--- src/sv/rwm_pkg.sv ---
`timescale 1ns / 1ps
// Shared widths, types and a helper function of the running window mean block.
package rwm_pkg;

  localparam int SAMPLE_BITS  = 16;
  localparam int MAX_WINDOW   = 256;
  localparam int ADDR_BITS    = $clog2(MAX_WINDOW);
  localparam int WIN_BITS     = 9;
  localparam int SUM_BITS     = SAMPLE_BITS + 9;
  localparam int DIV_CNT_BITS = $clog2(SUM_BITS);
  localparam int WINDOW_RESET = 16;

  typedef logic signed [SAMPLE_BITS-1:0] sample_t;
  typedef logic signed [SUM_BITS-1:0]    sum_t;
  typedef logic        [WIN_BITS-1:0]    win_t;
  typedef logic        [ADDR_BITS-1:0]   addr_t;

  // Sequencing strobes from the controller to the window datapath.
  typedef struct packed {
    logic rd_en;   // read the entry that leaves the window
    logic upd_en;  // update sum, counters and write the new sample
  } win_ctrl_t;

  // Zero acts as one, anything above the delay line depth acts as the depth.
  function automatic win_t eff_window(input win_t wl);
    win_t w;
    w = wl;
    if (wl == '0) begin
      w = win_t'(1);
    end else if (wl > win_t'(MAX_WINDOW)) begin
      w = win_t'(MAX_WINDOW);
    end
    return w;
  endfunction

endpackage

--- src/sv/running_window_mean_core.sv ---
`timescale 1ns / 1ps
// Top level of the running window mean: handshake, sequencing and output register.
// Usage:
// The block averages a stream of signed 16-bit samples over a window of the
// last window_length samples (1 to 256; zero acts as one, larger values as 256).
// A word on the input channel carries sample and start_req; start_req opens a new
// sequence, and the window is then treated as full of copies of that sample.
// Each input word gives exactly one output word, average, the window sum divided
// by the window and truncated toward zero, saturated to the 16-bit range.
// The configuration channel writes window_length; cfg_ready is always high, and
// writes are expected only while the block is idle.
// Sequencing: the accept reads the delay line memory, the update state updates the
// running sum and writes the memory, the load state loads the divider, and the
// divider then retires one quotient bit per cycle over the 25-bit sum. out_valid
// rises once the quotient is in the output register, and the next input word is
// taken only after that.
// The output register parts the two sides: a new word is accepted while the last
// average still waits. If the receiver stalls, the finished quotient is held in
// the divider until the output register frees up.
// Reset (rst, synchronous) clears the sum, fill count, pointer and first sample
// and sets window_length to 16. The delay line needs no clearing pass.
module running_window_mean_core (
  input  logic                        clk,
  input  logic                        rst,
  input  logic                        in_valid,
  output logic                        in_ready,
  input  logic signed [15:0]          sample,
  input  logic                        start_req,
  output logic                        out_valid,
  input  logic                        out_ready,
  output logic signed [15:0]          average,
  input  logic                        cfg_valid,
  output logic                        cfg_ready,
  input  logic [8:0]                  window_length
);

  typedef enum logic [4:0] {
    S_IDLE    = 5'b00001,
    S_UPDATE  = 5'b00010,
    S_LOAD    = 5'b00100,
    S_DIVIDE  = 5'b01000,
    S_DELIVER = 5'b10000
  } state_t;

  state_t state;
  state_t state_next;

  rwm_pkg::win_t      window_cfg;
  rwm_pkg::win_t      win;
  rwm_pkg::sample_t   sample_q;
  logic               start_q;
  rwm_pkg::win_ctrl_t win_ctrl;
  rwm_pkg::sum_t      running_sum;
  logic               div_done;
  rwm_pkg::sample_t   div_quotient;

  logic in_accept;
  logic out_free;
  logic out_load;

  // Configuration must be written only while idle (the block does not enforce it), so
  // the effective window is then stable for the whole life of an item.
  assign cfg_ready = 1'b1;
  assign win       = rwm_pkg::eff_window(window_cfg);

  assign in_ready  = (state == S_IDLE);
  assign in_accept = in_valid && in_ready;
  assign out_free  = !out_valid || out_ready;
  assign out_load  = ((state == S_DIVIDE && div_done) || state == S_DELIVER) && out_free;

  // The memory read for the leaving sample goes out with the accept; the write of
  // the new sample follows in the next cycle, so the read sees the old entry even at the same address.
  assign win_ctrl.rd_en  = in_accept;
  assign win_ctrl.upd_en = (state == S_UPDATE);

  always_comb begin
    state_next = state;
    case (state)
      S_IDLE: begin
        if (in_accept) begin
          state_next = S_UPDATE;
        end
      end
      S_UPDATE: state_next = S_LOAD;
      S_LOAD:   state_next = S_DIVIDE;
      S_DIVIDE: begin
        if (div_done) begin
          state_next = out_free ? S_IDLE : S_DELIVER;
        end
      end
      S_DELIVER: begin
        if (out_free) begin
          state_next = S_IDLE;
        end
      end
      default: state_next = S_IDLE;
    endcase
  end

  always_ff @(posedge clk) begin
    if (rst) begin
      state      <= S_IDLE;
      window_cfg <= rwm_pkg::win_t'(rwm_pkg::WINDOW_RESET);
      out_valid  <= 1'b0;
    end else begin
      state <= state_next;
      if (cfg_valid && cfg_ready) begin
        window_cfg <= window_length;
      end
      if (out_load) begin
        out_valid <= 1'b1;
      end else if (out_ready) begin
        out_valid <= 1'b0;
      end
    end
  end

  always_ff @(posedge clk) begin
    if (in_accept) begin
      sample_q <= sample;
      start_q  <= start_req;
    end
    if (out_load) begin
      average <= div_quotient;
    end
  end

  rwm_window u_window (
    .clk         (clk),
    .rst         (rst),
    .ctrl        (win_ctrl),
    .win         (win),
    .sample      (sample_q),
    .start_req   (start_q),
    .running_sum (running_sum)
  );

  rwm_divider u_divider (
    .clk      (clk),
    .rst      (rst),
    .start    (state == S_LOAD),
    .dividend (running_sum),
    .divisor  (win),
    .done     (div_done),
    .quotient (div_quotient)
  );

  // An accepted word keeps the input side closed until its result is placed.
  a_busy_after_accept: assert property (@(posedge clk) disable iff (rst)
    in_accept |=> !in_ready)
    else $error("input accepted again while an item is in flight");

  // The divider finishes only while the controller waits for it.
  a_done_in_divide: assert property (@(posedge clk) disable iff (rst)
    div_done |-> (state == S_DIVIDE))
    else $error("divider finished outside the divide phase");

  // A new result appears only at the end of the divide or deliver phase.
  a_result_source: assert property (@(posedge clk) disable iff (rst)
    $rose(out_valid) |-> ($past(state) == S_DIVIDE || $past(state) == S_DELIVER))
    else $error("output became valid without a finished division");

endmodule

--- src/sv/rwm_window.sv ---
`timescale 1ns / 1ps
// Window datapath: delay line memory, write pointer, fill count and running sum.
module rwm_window (
  input  logic              clk,
  input  logic              rst,
  input  rwm_pkg::win_ctrl_t ctrl,
  input  rwm_pkg::win_t     win,
  input  rwm_pkg::sample_t  sample,
  input  logic              start_req,
  output rwm_pkg::sum_t     running_sum
);

  localparam int SB = rwm_pkg::SAMPLE_BITS;
  localparam int UB = rwm_pkg::SUM_BITS;

  rwm_pkg::sample_t delay_line [rwm_pkg::MAX_WINDOW];
  rwm_pkg::sample_t rd_data;
  rwm_pkg::addr_t   write_pointer;
  rwm_pkg::addr_t   rd_addr;
  rwm_pkg::sample_t first_value;
  rwm_pkg::win_t    seen_count;

  rwm_pkg::win_t    seen_clip;
  rwm_pkg::win_t    seen_count_next;
  rwm_pkg::sample_t oldest;
  rwm_pkg::sum_t    product;
  rwm_pkg::sum_t    running_sum_next;

  // A window of the full depth maps back onto the write pointer itself.
  assign rd_addr = write_pointer - win[rwm_pkg::ADDR_BITS-1:0];

  always_ff @(posedge clk) begin
    if (ctrl.rd_en) begin
      rd_data <= delay_line[rd_addr];
    end
    if (ctrl.upd_en) begin
      delay_line[write_pointer] <= sample;
    end
  end

  always_comb begin
    seen_clip = (seen_count > win) ? win : seen_count;
    oldest    = (seen_clip < win) ? first_value : rd_data;
    product   = $signed({{(UB-SB){sample[SB-1]}}, sample})
              * $signed({{(UB-rwm_pkg::WIN_BITS){1'b0}}, win});
    if (start_req) begin
      running_sum_next = product;
      seen_count_next  = rwm_pkg::win_t'(1);
    end else begin
      running_sum_next = running_sum
                       + {{(UB-SB){sample[SB-1]}}, sample}
                       - {{(UB-SB){oldest[SB-1]}}, oldest};
      seen_count_next  = (seen_clip < win) ? seen_clip + rwm_pkg::win_t'(1) : seen_clip;
    end
  end

  always_ff @(posedge clk) begin
    if (rst) begin
      running_sum   <= '0;
      first_value   <= '0;
      seen_count    <= '0;
      write_pointer <= '0;
    end else if (ctrl.upd_en) begin
      running_sum   <= running_sum_next;
      seen_count    <= seen_count_next;
      write_pointer <= write_pointer + rwm_pkg::addr_t'(1);
      if (start_req) begin
        first_value <= sample;
      end
    end
  end

endmodule

--- src/sv/rwm_divider.sv ---
`timescale 1ns / 1ps
// Restoring divider, one quotient bit per cycle, with signed saturation of the result.
module rwm_divider (
  input  logic             clk,
  input  logic             rst,
  input  logic             start,
  input  rwm_pkg::sum_t    dividend,
  input  rwm_pkg::win_t    divisor,
  output logic             done,
  output rwm_pkg::sample_t quotient
);

  localparam int UB = rwm_pkg::SUM_BITS;
  localparam int WB = rwm_pkg::WIN_BITS;
  localparam int SB = rwm_pkg::SAMPLE_BITS;
  localparam logic [UB-1:0] SAT_POS = UB'((2 ** (SB - 1)) - 1);
  localparam logic [UB-1:0] SAT_NEG = UB'(2 ** (SB - 1));

  logic                            busy;
  logic                            neg;
  logic [UB-1:0]                   mag;
  logic [WB-1:0]                   rem;
  logic [WB-1:0]                   div_q;
  logic [rwm_pkg::DIV_CNT_BITS-1:0] cnt;

  logic [WB:0]   shifted;
  logic          q_bit;
  logic [WB:0]   trial;
  logic [UB-1:0] mag_neg;

  always_comb begin
    shifted = {rem, mag[UB-1]};
    trial   = shifted - {1'b0, div_q};
    q_bit   = (shifted >= {1'b0, div_q});
    mag_neg = -mag;
    if (!neg) begin
      quotient = (mag > SAT_POS) ? SB'(SAT_POS) : mag[SB-1:0];
    end else begin
      quotient = (mag > SAT_NEG) ? SB'(SAT_NEG) : mag_neg[SB-1:0];
    end
  end

  always_ff @(posedge clk) begin
    if (rst) begin
      busy <= 1'b0;
      done <= 1'b0;
      cnt  <= '0;
    end else begin
      done <= 1'b0;
      if (start) begin
        busy <= 1'b1;
        cnt  <= rwm_pkg::DIV_CNT_BITS'(UB - 1);
      end else if (busy) begin
        cnt <= cnt - rwm_pkg::DIV_CNT_BITS'(1);
        if (cnt == '0) begin
          busy <= 1'b0;
          done <= 1'b1;
        end
      end
    end
  end

  always_ff @(posedge clk) begin
    if (start) begin
      neg   <= dividend[UB-1];
      mag   <= dividend[UB-1] ? UB'(-dividend) : UB'(dividend);
      rem   <= '0;
      div_q <= divisor;
    end else if (busy) begin
      mag <= {mag[UB-2:0], q_bit};
      rem <= q_bit ? trial[WB-1:0] : shifted[WB-1:0];
    end
  end

endmodule
--- config.mk ---
export PLATFORM = sky130hd
export DESIGN_NAME = running_window_mean_core
export DESIGN_NICKNAME = d
export VERILOG_FILES = /design/src/sv/rwm_pkg.sv /design/src/sv/running_window_mean_core.sv /design/src/sv/rwm_window.sv /design/src/sv/rwm_divider.sv
export SDC_FILE = /design/constraint.sdc
export NUM_CORES = 2
export LEC_CHECK = 0
export BUFFER_PORTS_ARGS = -buffer_cell sky130_fd_sc_hd__buf_2
export CAP_MARGIN = 30
export CORE_UTILIZATION = 44
export DETAILED_ROUTE_END_ITERATION = 10
export GPL_TIMING_DRIVEN = 0
export PLACE_DENSITY = 0.58
export SLEW_MARGIN = 20
export SYNTH_ARGS = -nofsm -noshare
export SYNTH_HDL_FRONTEND = slang
export SYNTH_SLANG_ARGS = --single-unit
--- constraint.sdc ---
create_clock -name clk -period 7.9 [get_ports clk]
set_input_delay 0.79 -clock clk [delete_from_list [all_inputs] [get_ports clk]]
set_output_delay 0.79 -clock clk [all_outputs]
set_load 0.05 [all_outputs]
# After elaboration in Yosys (flattened, before gate mapping)
# Memories as Yosys holds them, arrays and structs flattened. A register that Yosys moved wholly into a read port is not among the register bits.
# Index checks and enable logic that the tools add are counted.
[word_totals]
n_memories = 1
ff_bits = 157
output_inout_bits = 19
elab_cells = 87
input_bits = 31
mem_bits_rw = 4096
[memory_table]
columns = ["memory", "depth", "word_bits", "read_ports", "rd_clocked_by_memory_dff", "wr", "line_no", "rtl"]
rows = [
  ["u_window.delay_line", 256, 16, 1, 1, 1, "rwm_window.sv:16", "rwm_pkg::sample_t delay_line [rwm_pkg::MAX_WINDOW];"],
]
[classes]
n_reduce_logical = 14
bitwise_logic = 1
mux = 29
multipliers = 1
n_eq_ne = 8
magnitude_cmp = 6
add_sub_neg = 9
[op_table]
columns = ["op", "count"]
rows = [
  ["25-bit two-way mux", 4],
  ["16-bit two-way mux", 4],
  ["9-bit two-way mux", 6],
  ["5-bit two-way mux", 6],
  ["25-bit adder", 1],
  ["25-bit by 15-bit greater-than comparator with 1-bit output, second input constant", 1],
  ["25-bit by 16-bit greater-than comparator with 1-bit output, second input constant", 1],
  ["16-bit by 10-bit multiplier with 25-bit output", 1],
  ["25-bit negation", 1],
  ["5-bit case mux with 5 select lines", 1],
  ["25-bit subtractor", 1],
  ["16-bit negation", 1],
  ["10-bit by 9-bit >= comparator with 1-bit output", 1],
  ["9-bit by 1-bit adder with 9-bit output, second input constant", 1],
  ["9-bit greater-than comparator", 1],
  ["9-bit greater-than comparator, second input constant", 1],
  ["9-bit zero test", 1],
  ["9-bit less-than comparator", 1],
  ["9-bit subtractor", 1],
  ["8-bit by 1-bit adder with 8-bit output, second input constant", 1],
  ["1-bit two-way mux", 8],
  ["8-bit subtractor", 1],
  ["5-bit by 1-bit equality test with 1-bit output, second input constant", 1],
  ["5-bit by 2-bit equality test with 1-bit output, second input constant", 1],
  ["other kinds (16)", 21],
]

# Logic depth before layout (Yosys ltp)
[logic_depth]
word_depth = 9
mapped_depth = 34
mapped_depth_nobuf = 30

# Hierarchy
# A second synthesis with hierarchy kept.
[hier_totals]
hier_cells = 8018
hier_area_um2 = 173113.5
[modules_own_cells]
columns = ["module", "cells_per_inst", "area_per_inst_um2", "instances", "seq_area_each_um2"]
rows = [
  ["rwm_window", 7491, 167772.2, 1, 124639.5],
  ["rwm_divider", 412, 3614.7, 1, 1371.3],
  ["running_window_mean_core", 115, 1726.7, 1, 1291.2],
]

# Worst setup path before layout
# No wires, ideal clock.
[synth_path]
path_type = "register to register"
start = "register sample_q[15]"
end = "register u_window.running_sum[24]"
setup_ns = 0.117
n_path_buf = 2
path_slack_ns = -0.751
synth_period_minus_slack_ns = 8.651
arrival_time_ns = 8.535
required_time_ns = 7.783
stages_incl_launch_ff = 22
path_cell_list = "edfxtp_1 -> clkbuf_1 -> inv_1 -> nor2_1 -> fa_1 -> fa_1 -> inv_1 -> fa_1 -> inv_1 -> fa_1 -> fa_1 -> ha_1 -> clkbuf_1 -> a21o_1 -> a221oi_1 -> o31a_1 -> a21oi_1 -> o31ai_1 -> xnor2_1 -> nand2_1 -> o21ai_0 -> a22o_1"
[synth_via]
elab_chain_len = 3
word_cells_on_any_way = 4
cone_classes = "2 x add/sub; 1 x mul; 1 x mux"
[synth_rtl]
columns = ["element", "line_no", "rtl"]
rows = [
  ["from (decl)", "running_window_mean_core.sv:50", "rwm_pkg::sample_t sample_q;"],
  ["from (signal assigned)", "running_window_mean_core.sv:120", "sample_q <= sample;"],
  ["25-bit adder", "rwm_window.sv:51", "+ {{(UB-SB){sample[SB-1]}}, sample}"],
  ["25-bit subtractor", "rwm_window.sv:52", "- {{(UB-SB){oldest[SB-1]}}, oldest};"],
  ["25-bit two-way mux (*)", "rwm_window.sv:46", "if (start_req) begin"],
  ["to (signal assigned)", "rwm_window.sv:64", "running_sum <= running_sum_next;"],
  ["to (decl)", "rwm_window.sv:10", "output rwm_pkg::sum_t running_sum"],
]
# Mark *: on every way between the ends. The rest lies on a longest branch, timed or not.
# A chain may end at the register's enable or synchronous reset.

# Worst setup path in the final report
[layout_path]
start = "register window_cfg[8]"
end = "register u_window.rd_data[6], read port of u_window.delay_line, data pin"
[layout_via]
elab_chain_len = 4
word_cells_on_any_way = 5
cone_classes = "1 x add/sub; 1 x order compare; 2 x mux; 1 x reduce/logical"
[layout_rtl]
columns = ["element", "line_no", "rtl"]
rows = [
  ["from (decl)", "running_window_mean_core.sv:48", "rwm_pkg::win_t window_cfg;"],
  ["from (signal assigned)", "running_window_mean_core.sv:103", "window_cfg <= rwm_pkg::win_t'(rwm_pkg::WINDOW_RESET);"],
  ["from (signal assigned)", "running_window_mean_core.sv:108", "window_cfg <= window_length;"],
  ["9-bit greater-than comparator", "rwm_pkg.sv:30", "end else if (wl > win_t'(MAX_WINDOW)) begin"],
  ["9-bit two-way mux", "rwm_pkg.sv:30", ""],
  ["9-bit two-way mux (*)", "rwm_pkg.sv:28", "if (wl == '0) begin"],
  ["net u_divider.divisor[1]", "rwm_divider.sv:8", "input rwm_pkg::win_t divisor,"],
  ["8-bit subtractor (*)", "rwm_window.sv:30", "assign rd_addr = write_pointer - win[rwm_pkg::ADDR_BITS-1:0];"],
  ["to (decl)", "rwm_window.sv:17", "rwm_pkg::sample_t rd_data;"],
]
# The timed path passes the listed nets; every way through them passes the cells marked *.

==> impl_results.md <==
* CTS H-tree depth at 5
* Reg2reg start: window_cfg[8]
* Post-synth ARST share at 0
* Combinational power share at 0.249
* Root Driver: clkbuf_16
* Critical Path RT at 8.50 ns
* CP arrival at 8.51 ns
* Final Setup Violations at 2
* Maximum vdd ir drop at 0.194 mV
* Total congestion overflow at 0
* Clock Latency Late Sink at 1.00 ns
* Area Overhead vs Synth at 17.7%
* DRT iter0 DRCs at 10700
* CTS tree: built
* Fin crit period at 7.92 ns
* Effective utilization at floorplan at 0.443
* Antenna violations before repair at 25
* Critical Setup Path Class: reg -> reg
* Area fraction of the dominant cell type after synthesis at 0.728
* Largest fanout on the critical path at 11
* Longest Clk Path Bufs at 4
* Slew @ Worst Pin at 1.08 ns
* Area leader, netlist: edfxtp_1
* Share of cells above drive strength 1 at 0.308
* Layout Skew at between 0.03 and 0.04 ns
* Final #Nets at 9366
* Count of clock tree sinks at 4269
* Cell Area, Placed at 189000 um^2
* WL/cell at 32.7 um
* Switching Fraction at 0.292
* DR pass1 iterations at 8
* First-pass GRT wire length at between 600 and 700 mm
* Pin count of the biggest net entering global routing at 30
* RD Place Congestion at 0.916
* Startpoint Class: register
* Setup_tns at -0.0171 ns
* Relative slew slack at 0.277
* Largest cells by area after synthesis: edfxtp_1, mux4_2, fa_1, mux2i_1, dfxtp_1
* Fin util at 0.521
* Critical path buffer and inverter count at 8
* Via-per-instance ratio at approximately 6
* Vias at 86900
* Design Area, Final at 203000 um^2
* Slowest stage delay, CP at 0.83 ns
* Netlist cell types at 71
* Die outline height at 628 um
* Maxcap violations at 0
* Int Pwr at 0.0436 W
* Seq cells post-synth at 4269
* Final worst setup slack at -0.0169 ns
* Clock Pin Slew Worst Setup and Hold Paths at 0.06 ns
* Period utilization at 1.00
* Synth warn at 0
* Vias in the first global route at 87500
* I/O pin total at 50
* Post-Syn Nets at 8290
* Status: finished, violations left
* HPWL Detailed at 345 mm
* Top FF cell, synth: edfxtp_1
* Clk pwr share at 0.321
* Cts bufs inserted at 433
* Antenna Nets Post-Route at 0
* Number of synthesized flops with an enable pin at about 4200
* Die Footprint at between 300000 and 400000 um^2
* CP endpoint kind: register
* Global Route Usage Sum at 0.241
* # DRC at 0
* Min-delay worst type: in -> reg
* Wirelength, routed at around 480 mm
* Sequential share of the synthesized area at 0.738
* Core Box Area at 390000 um^2
* # port buffers at 46
* FP Rows at 229
* CP Launch Point: window_cfg[8]
* Post-Syn Instances at about 8000
* Pins over their slew limit at 0
* Failing checks: setup timing
* PwrDens at 303 nW/um^2
* Reg power frac at 0.431
* Largest delay contributor family on the critical path: multiplexers
* Final hold violation count at 0
* Crit-path cells: nor2b_1 > clkbuf_2 > buf_1 > fa_1 > clkbuf_1 > clkbuf_2 > buf_16 > clkbuf_1 > buf_6 > clkbuf_1 > mux4_2 > mux4_2 > mux2i_1 > mux2i_1 > mux2i_1 > mux2i_1
* Avg Cell Area, Syn at roughly 22 um^2
* Max Clk Rate at 126 MHz
* Slowest cell on the critical path: mux2i_1
* Hold Crit Start: window_length[4]
* P_leak at approximately 66 nW
* Cell seen most often among critical-path stages: mux2i_1
* Cell area after synthesis at 172000 um^2
* Die W at 628 um
* Switch Pwr at 0.0180 W
cells by family (layout without fill, tap and decap cells):
family / after synthesis / in the layout / synth area share
other: 1 / 11 / 0.0000217
XOR/XNOR: 102 / 102 / 0.00518
flip-flops: 4269 / 4269 / 0.738
AO/OA/AOI/OAI: 325 / 325 / 0.0118
buffers and inverters: 637 / 2066 / 0.0139
multiplexers: 1557 / 1557 / 0.183
adder cells (fa/ha/maj): 268 / 268 / 0.0258
AND/OR/NAND/NOR: 832 / 832 / 0.0218
power groups by stage:
stage	combinational [W]	clock, W	sequential [W]
floorplan	0.00762	0	0.0280
global placement	0.0119	0	0.0295
detailed placement	0.0150	0	0.0270
CTS	0.0150	0.0200	0.0265
global route	0.0161	0.0209	0.0265
finish	0.0153	0.0198	0.0265
cells in the final DEF (no fill, tap or decap), types with 72 or more instances in the layout:
| master | n |
|---|---|
| clkinv_1 | 105 |
| buf_8 | 291 |
| nor2_1 | 81 |
| inv_1 | 205 |
| o21ai_0 | 97 |
| mux4_2 | 1280 |
| clkbuf_1 | 377 |
| buf_6 | 198 |
| clkbuf_16 | 436 |
| nand2_1 | 231 |
| ha_1 | 119 |
| mux2i_1 | 268 |
| dfxtp_1 | 89 |
| a21oi_1 | 82 |
| fa_1 | 144 |
| nor2_2 | 198 |
| buf_1 | 72 |
| edfxtp_1 | 4180 |
Yosys cell counts, types with 37 or more instances:
| cell | number |
|---|---|
| mux2i_1 | 273 |
| clkbuf_1 | 335 |
| buf_1 | 89 |
| mux4_2 | 1280 |
| inv_1 | 209 |
| edfxtp_1 | 4180 |
| a21oi_1 | 86 |
| and2_1 | 61 |
| o21ai_0 | 102 |
| nor2_1 | 340 |
| xor2_1 | 47 |
| fa_1 | 145 |
| nand2_1 | 231 |
| dfxtp_1 | 89 |
| xnor2_1 | 55 |
| nand3_1 | 37 |
| ha_1 | 123 |
layer usage:
metal	vias up	wire length [um]	GRT usage
met2	3869	222000	0.375
met1	47100	199000	0.352
met4	12	16800	0.0741
li1	35200	-	-
met5	-	90	0
met3	660	39900	0.0412
through the flow:
step                      hold WS, ns  instances  setup WS [ns]  power (W)
after CTS                    0.000964      14600         0.0178     0.0616
final                          0.0561      14600        -0.0169     0.0616
after floorplan                 0.406       7991         -0.674     0.0356
after global routing           0.0328      14600        -0.0313     0.0635
after detailed placement        0.418      13800          -2.21     0.0420
after global placement          0.415      13200          -5.10     0.0413
final timing paths:
kind | cells past startpoint | to | slack, ns
max | 16 | u_window.rd_data[6] | -0.02
min | 2 | window_cfg[4] | 0.06
max reg2reg | 16 | u_window.rd_data[6] | -0.02
min reg2reg | 0 | u_divider.neg | 0.44
registers in the layout (all words and copies together) (netlist names):
| signal | cells |
|---|---|
| u_window.delay_line | 4096 |
| u_divider.mag | 25 |
| u_window.running_sum | 25 |
| average | 16 |
| sample_q | 16 |
| u_window.first_value | 16 |
| u_window.rd_data | 16 |
| u_divider.div_q | 9 |
| u_divider.rem | 9 |
| u_window.seen_count | 9 |
| window_cfg | 9 |
| u_window.write_pointer | 8 |
| state | 5 |
| u_divider.cnt | 5 |
| out_valid | 1 |
| start_q | 1 |
| u_divider.busy | 1 |
| u_divider.done | 1 |
| u_divider.neg | 1 |
layout make-up:
class | instances | area (um^2)
antenna | 10 | 25.0
buffer | 427 | 1800
clock buffer | 556 | 11400
clock inverter | 232 | 2160
fill | 30200 | 187000
inverter | 209 | 796
multi-input combinational | 3085 | 44000
sequential | 4269 | 127000
tap | 5197 | 6500
timing repair buffer | 642 | 9110
what timing repair did:
action	CTS	global route
endpoints found under the setup margin	37	14
hold endpoints to repair	16	0
hold buffers	16	0
pin swaps	1	6
gates resized for setup	25	37
setup buffers	2	11
No activity file was read; power rests on OpenSTA's default activity.
